==> src/rtl/dad_pkg.sv <==
// Package for the date advance block: word types, state encoding and calendar helpers.
// Used by dad_core, date_add_days_top and the checker dad_chk.
package dad_pkg;

  localparam int RestW = 21;
  localparam int YearW = 13;

  typedef struct packed {
    logic [11:0] start_year;
    logic [3:0]  start_month;
    logic [4:0]  start_day;
    logic [4:0]  start_hour;
    logic [5:0]  start_minute;
    logic [5:0]  start_second;
    logic [19:0] days_to_add;
  } dad_in_t;

  typedef struct packed {
    logic [12:0] end_year;
    logic [3:0]  end_month;
    logic [4:0]  end_day;
    logic [4:0]  end_hour;
    logic [5:0]  end_minute;
    logic [5:0]  end_second;
  } dad_out_t;

  typedef struct packed {
    logic start;
    logic ack;
  } dad_ctl_t;

  typedef struct packed {
    logic idle;
    logic done;
  } dad_sts_t;

  typedef enum logic [2:0] {
    ST_IDLE,
    ST_CENT,
    ST_MACC,
    ST_ADD,
    ST_YEAR,
    ST_MON,
    ST_DONE
  } dad_state_t;

  localparam logic [3:0] MonFeb = 4'd2;
  localparam logic [3:0] MonApr = 4'd4;
  localparam logic [3:0] MonJun = 4'd6;
  localparam logic [3:0] MonSep = 4'd9;
  localparam logic [3:0] MonNov = 4'd11;
  localparam logic [3:0] MonDec = 4'd12;

  // Days in month m; months outside 1..12 other than the named ones count as 31.
  function automatic logic [4:0] month_len(input logic [3:0] m, input logic leap);
    logic [4:0] len;
    begin
      case (m)
        MonFeb:                         len = leap ? 5'd29 : 5'd28;
        MonApr, MonJun, MonSep, MonNov: len = 5'd30;
        default:                        len = 5'd31;
      endcase
      return len;
    end
  endfunction

  function automatic logic [8:0] year_len(input logic leap);
    return leap ? 9'd366 : 9'd365;
  endfunction

endpackage

==> src/rtl/date_add_days_top.sv <==
// Top level of the date advance block: input handshake, core and output register.
// Depends on dad_pkg and dad_core.
//
// Usage: the input channel (in_valid, in_ready, in_data) takes one word holding a
// start date, a time of day and a day count. The result channel (out_valid,
// out_ready, out_data) returns one word per input word with the advanced date and
// the time of day copied unchanged.
// The core works on one word at a time, so in_ready is high only while it is idle.
// From acceptance to out_valid the core walks through the century split of
// start_year by repeated subtraction of 100, the months before the start month,
// the whole years crossed and the month steps in the final year. Each step uses
// the single shared 21-bit add/subtract unit, which does one step per cycle.
// The finished result moves into an output register, so the core goes idle and
// can accept the next word while the result waits for out_ready. If the receiver
// stalls longer, the next result is held in the core until the register frees.
// Reset (rst_n low, synchronous) returns the core to idle and drops out_valid;
// no clearing pass is needed.
module date_add_days_top (
  input  logic              clk,
  input  logic              rst_n,
  input  logic              in_valid,
  output logic              in_ready,
  input  dad_pkg::dad_in_t  in_data,
  output logic              out_valid,
  input  logic              out_ready,
  output dad_pkg::dad_out_t out_data
);
  import dad_pkg::*;

  dad_ctl_t ctl;
  dad_sts_t sts;
  dad_out_t result;

  logic     out_valid_r, out_valid_nxt;
  dad_out_t out_data_r;
  logic     take;

  dad_core u_core (
    .clk     (clk),
    .rst_n   (rst_n),
    .ctl     (ctl),
    .in_data (in_data),
    .sts     (sts),
    .result  (result)
  );

  // The core accepts a word only while idle.
  assign in_ready  = sts.idle;
  assign ctl.start = in_valid && in_ready;

  // A finished result moves to the output register when it is empty or draining.
  assign take    = sts.done && (!out_valid_r || out_ready);
  assign ctl.ack = take;

  always_comb begin
    out_valid_nxt = out_valid_r;
    if (take) begin
      out_valid_nxt = 1'b1;
    end else if (out_ready) begin
      out_valid_nxt = 1'b0;
    end
  end

  always_ff @(posedge clk) begin
    if (!rst_n) begin
      out_valid_r <= 1'b0;
    end else begin
      out_valid_r <= out_valid_nxt;
    end
  end

  always_ff @(posedge clk) begin
    if (take) begin
      out_data_r <= result;
    end
  end

  assign out_valid = out_valid_r;
  assign out_data  = out_data_r;

endmodule

==> src/rtl/dad_core.sv <==
// Sequencer and shared add/subtract unit that advance one date by a day count.
// Depends on dad_pkg for word types, state encoding and month/year lengths.
module dad_core (
  input  logic              clk,
  input  logic              rst_n,
  input  dad_pkg::dad_ctl_t ctl,
  input  dad_pkg::dad_in_t  in_data,
  output dad_pkg::dad_sts_t sts,
  output dad_pkg::dad_out_t result
);
  import dad_pkg::*;

  dad_state_t       state_r, state_nxt;
  dad_in_t          in_r, in_nxt;
  logic [RestW-1:0] rest_r, rest_nxt;
  logic [YearW-1:0] year_r, year_nxt;
  logic [3:0]       m_r, m_nxt;
  logic [6:0]       c100_r, c100_nxt;   // year modulo 100
  logic [1:0]       cq_r, cq_nxt;       // century count modulo 4

  logic             leap;
  logic             sub;
  logic [RestW-1:0] opb;
  logic [RestW:0]   opb_eff;
  logic [RestW:0]   res;
  logic             neg;
  logic             gt;                 // rest_r strictly greater than opb

  // Leap rule with the modulo counters that track year_r.
  assign leap = ((year_r[1:0] == 2'd0) && (c100_r != 7'd0)) ||
                ((c100_r == 7'd0) && (cq_r == 2'd0));

  // Operand selection for the single shared adder.
  always_comb begin
    sub = 1'b1;
    opb = '0;
    unique case (state_r)
      ST_CENT: opb = RestW'(100);
      ST_MACC: begin
        sub = 1'b0;
        opb = RestW'(month_len(m_r, leap));
      end
      ST_ADD: begin
        sub = 1'b0;
        opb = RestW'(in_r.days_to_add);
      end
      ST_YEAR: opb = RestW'(year_len(leap));
      ST_MON:  opb = RestW'(month_len(m_r, leap));
      default: opb = '0;
    endcase
  end

  assign opb_eff = sub ? ~{1'b0, opb} : {1'b0, opb};
  assign res     = {1'b0, rest_r} + opb_eff + {{RestW{1'b0}}, sub};
  assign neg     = res[RestW];
  assign gt      = !neg && (res[RestW-1:0] != '0);

  always_comb begin
    state_nxt = state_r;
    in_nxt    = in_r;
    rest_nxt  = rest_r;
    year_nxt  = year_r;
    m_nxt     = m_r;
    c100_nxt  = c100_r;
    cq_nxt    = cq_r;
    unique case (state_r)
      ST_IDLE: begin
        if (ctl.start) begin
          in_nxt    = in_data;
          rest_nxt  = RestW'(in_data.start_year);
          year_nxt  = YearW'(in_data.start_year);
          cq_nxt    = 2'd0;
          state_nxt = ST_CENT;
        end
      end
      // Split the start year into centuries and remainder by repeated subtraction.
      ST_CENT: begin
        if (!neg) begin
          rest_nxt = res[RestW-1:0];
          cq_nxt   = cq_r + 2'd1;
        end else begin
          c100_nxt  = rest_r[6:0];
          rest_nxt  = RestW'(in_r.start_day);
          m_nxt     = 4'd1;
          state_nxt = ST_MACC;
        end
      end
      // Ordinal day: add the lengths of the months before the start month.
      ST_MACC: begin
        if ((m_r < in_r.start_month) && (m_r <= MonDec)) begin
          rest_nxt = res[RestW-1:0];
          m_nxt    = m_r + 4'd1;
        end else begin
          state_nxt = ST_ADD;
        end
      end
      ST_ADD: begin
        rest_nxt  = res[RestW-1:0];
        state_nxt = ST_YEAR;
      end
      // Take off whole years; the modulo counters follow the year.
      ST_YEAR: begin
        if (gt) begin
          rest_nxt = res[RestW-1:0];
          year_nxt = year_r + YearW'(1);
          if (c100_r == 7'd99) begin
            c100_nxt = 7'd0;
            cq_nxt   = cq_r + 2'd1;
          end else begin
            c100_nxt = c100_r + 7'd1;
          end
        end else begin
          m_nxt     = 4'd1;
          state_nxt = ST_MON;
        end
      end
      ST_MON: begin
        if ((m_r < MonDec) && gt) begin
          rest_nxt = res[RestW-1:0];
          m_nxt    = m_r + 4'd1;
        end else begin
          state_nxt = ST_DONE;
        end
      end
      ST_DONE: begin
        if (ctl.ack) begin
          state_nxt = ST_IDLE;
        end
      end
      default: state_nxt = ST_IDLE;
    endcase
  end

  always_ff @(posedge clk) begin
    if (!rst_n) begin
      state_r <= ST_IDLE;
    end else begin
      state_r <= state_nxt;
    end
  end

  always_ff @(posedge clk) begin
    in_r   <= in_nxt;
    rest_r <= rest_nxt;
    year_r <= year_nxt;
    m_r    <= m_nxt;
    c100_r <= c100_nxt;
    cq_r   <= cq_nxt;
  end

  assign sts.idle = (state_r == ST_IDLE);
  assign sts.done = (state_r == ST_DONE);

  assign result.end_year   = year_r;
  assign result.end_month  = m_r;
  assign result.end_day    = rest_r[4:0];
  assign result.end_hour   = in_r.start_hour;
  assign result.end_minute = in_r.start_minute;
  assign result.end_second = in_r.start_second;

endmodule

==> config.mk <==
export PLATFORM = sky130hd
export DESIGN_NAME = date_add_days_top
export DESIGN_NICKNAME = d
export VERILOG_FILES = /design/src/rtl/dad_pkg.sv /design/src/rtl/date_add_days_top.sv /design/src/rtl/dad_core.sv
export SDC_FILE = /design/constraint.sdc
export NUM_CORES = 1
export LEC_CHECK = 0
export ABC_AREA = 1
export BUFFER_PORTS_ARGS = -buffer_cell sky130_fd_sc_hd__buf_4
export CAP_MARGIN = 20
export CORE_UTILIZATION = 45
export DETAILED_ROUTE_END_ITERATION = 10
export PLACE_DENSITY = 0.63
export SYNTH_ARGS = -nofsm -noshare
export SYNTH_HDL_FRONTEND = slang
export SYNTH_HIERARCHICAL = 1
export SYNTH_SLANG_ARGS = --single-unit
==> constraint.sdc <==
create_clock -name clk -period 6.4 [get_ports clk]
set_input_delay 1.28 -clock clk [delete_from_list [all_inputs] [get_ports clk]]
set_output_delay 1.28 -clock clk [all_outputs]
set_load 0.03 [all_outputs]
==> flow_summary.ini <==
[run_status]
status = finished, final reports clean

[sta]
tightest_slew_ps = 717.6
fin_crit_ps = 4893
rsz0062_at_grt = false
fin_crit_sh_pct = 76.45
fin_skew_ps = 18.59
setup_viol = 0
fmax_ghz = 0.2044
slew_viol_final = 0
setup_tns_ps = 0
hold_viol_final = 0
maxSlewHeadroom_pct = 52.05

[critical_path]
r2r_cells = 30
cpMostUsedCell = nand2_1
critPathBufInv = 4
crit_family = simple AND/OR/NAND/NOR gates
r2r-start = u_core/m_r[0]
endpoint_kind = register
critPathKind = register to register
path_max_fanout = 21
max_stage_delay_ps = 490
startpoint_type = register
cp.required_ps = 6550
worstReg2RegEnd = u_core/rest_r[8]
slowest_stage = edfxtp_1
ff2ff_setup_slack_ps = 1510
cp.arrival_ps = 5040

[drt]
ant_nets = 0
firstDrtPassIters = 5
routed_wirelength_mm = 17.24
wl_per_cell_um = 16.13
num_vias = 5451
drt_iter0_drc = 296
via_per_inst = 5.099
drc_errors = 0

[synthesis]
synth_top_area_share_pct = 54.12
synthTopCellsByArea = edfxtp_1, nand2_1, ha_1
ys_seq_elements = 136
syn_inst = 743
mappedNetlistArea_sq_mm = 0.007325
syn_area_per_cell_sq_um = 9.858
synth.distinct_cells = 52
synth_nets = 842
async_flop_share_pct = 0
synth_flop_cell = edfxtp_1
yosys_warnings = 6
yosysSeqAreaShare_pct = 55.21
netlist.top_cell.by_area = edfxtp_1
synth-edff-count = 132

[pwr]
clkPwrFrac_pct = 18.2
pwr-share-seq_pct = 28.8
switching_share_pct = 45.95
cellPowerDensity_mw_per_mm2 = 607.0
power.switching_mw = 2.455
p_leak_nw = 3.669
p_comb_share_pct = 53.0
power.total_mw = 5.343
intPower_mw = 2.888
ir_drop_mv = 0.2754

[min_path]
hold_class = register to register
min_path_cells = 0
worstHoldStart = u_core/result[10]
whs_endpoint = out_data[10]

[cells_and_area]
fin_util_pct = 55.41
nets = 939
fin_area_sq_mm = 0.008802
final_cell_mix = nand2_1, edfxtp_1, buf_4, nor2_1, inv_1
drive_gt1_share_pct = 21.34
syn_to_final_growth_pct = 20.17
diodes = 0
layout_commonest_cell = nand2_1

[floorplanning]
io_pins = 103
die_area_sq_mm = 0.01679
die_x_um = 129.6
initial_core_util_pct = 46.11
die_h_um = 129.6
row_count = 46
coreArea_sq_mm = 0.01589

[cts]
cts_made_buffers = 17
cts_resized = 0
cts_hold_buf = 0
htreeDepth = 4
cts_tree = yes
cts.path.max_buffers = 2
clock-root-buffer = clkbuf_16
cts_sinks = 136
clkTransAtPathRegs_ps = 60
cts_setup_buffers = 0
clk_latency_ps = 440

[placement]
port_buffers = 102
gp_congestion = 0.9263
hpwlAfterDp_mm = 12.76
post_dp_cell_area_sq_mm = 0.008220

[global_route]
grt_max_degree = 41
grt_pass1_wl_mm = 26.84
grt_pass1_vias = 5354
antenna_found_initial = 0
grtUsageTotal_pct = 21.71
overflow = 0

[flow_run]
max_cap_violations = 0
-- power by group through the flow --
stage | combinational (mW) | clock, mW | sequential [mW]
finish | 2.83 | 0.973 | 1.54
global placement | 2.78 | 0 | 1.54
floorplan | 2.10 | 0 | 1.53
global route | 3.16 | 1.02 | 1.56
CTS | 2.82 | 0.995 | 1.54
detailed placement | 2.80 | 0 | 1.55
-- metrics by stage --
stage / setup slack [ps] / hold slack, ps / std cells
2_1_floorplan: 1764 / 426.4 / 743
3_3_place_gp: 1636 / 400.9 / 1037
3_5_place_dp: 1563 / 405.6 / 1037
4_1_cts: 1527 / 420.4 / 1069
5_1_grt: 975.3 / 427.8 / 1069
6_report: 1507 / 419.4 / 1069
-- routing by layer --
metal	part of all wire (%)	wire length, um	vias to the layer above	GRT usage [%]
met3	5.5	944	17	4.624
met1	45	7777	2569	27.33
met4	1.8	303	0	9.302
met5	0	0	-	0
li1	-	-	2693	-
met2	48	8215	172	36.17
-- cell families (layout without fill, tap and decap cells) --
kind of cell | after synthesis | in the layout | synth area share, %
adder cells (fa/ha/maj) | 37 | 37 | 6.423
AND/OR/NAND/NOR | 317 | 317 | 19.13
AO/OA/AOI/OAI | 107 | 107 | 8.371
buffers and inverters | 119 | 229 | 7.379
flip-flops | 136 | 136 | 55.21
XOR/XNOR | 27 | 27 | 3.485
-- Yosys cell counts (2+ instances only) --
master	count
nand2_1	139
edfxtp_1	132
nor2_1	98
inv_1	81
o21ai_0	44
a21oi_1	36
ha_1	36
nand3_1	32
buf_4	22
xor2_1	19
nand2_2	10
xnor2_1	7
a21oi_2	6
clkbuf_1	6
inv_2	6
nand3_2	6
nor2_2	6
nand4_1	5
nor3_1	5
dfxtp_1	4
nand3b_1	4
nor4_1	3
o21a_1	3
a31oi_1	2
nand2_4	2
o22ai_1	2
or2_2	2
-- worst max-delay path by stage --
stage                             start  cells after the start  slack (ps)                 to
after floorplan           u_core/m_r[0]                     27        1760   u_core/rest_r[0]
after global placement    u_core/m_r[0]                     30        1640  u_core/rest_r[13]
after detailed placement  u_core/m_r[0]                     30        1560  u_core/rest_r[13]
after CTS                 u_core/m_r[0]                     30        1530  u_core/rest_r[18]
after global routing      u_core/m_r[0]                     30         980  u_core/rest_r[12]
final                     u_core/m_r[0]                     30        1510   u_core/rest_r[8]
-- cell type report --
| class | instances | area (sq um) |
|---|---|---|
| Clock inverter | 12 | 145.1 |
| Timing Repair Buffer | 108 | 810.8 |
| Inverter | 89 | 336.6 |
| Sequential cell | 136 | 4044 |
| Tap cell | 216 | 270.3 |
| Fill cell | 1430 | 7083 |
| Multi-Input combinational cell | 488 | 2759 |
| Clock buffer | 20 | 436.7 |
-- sequential cells by signal (all words and copies together) (netlist names) --
name            count
out_data           39
out_valid           1
u_core/c100_r       7
u_core/cq_r         2
u_core/in_r        29
u_core/m_r          4
u_core/rest_r      21
u_core/result      17
u_core/state_r      3
u_core/year_r      13
Power figures use the tool's default switching activity.
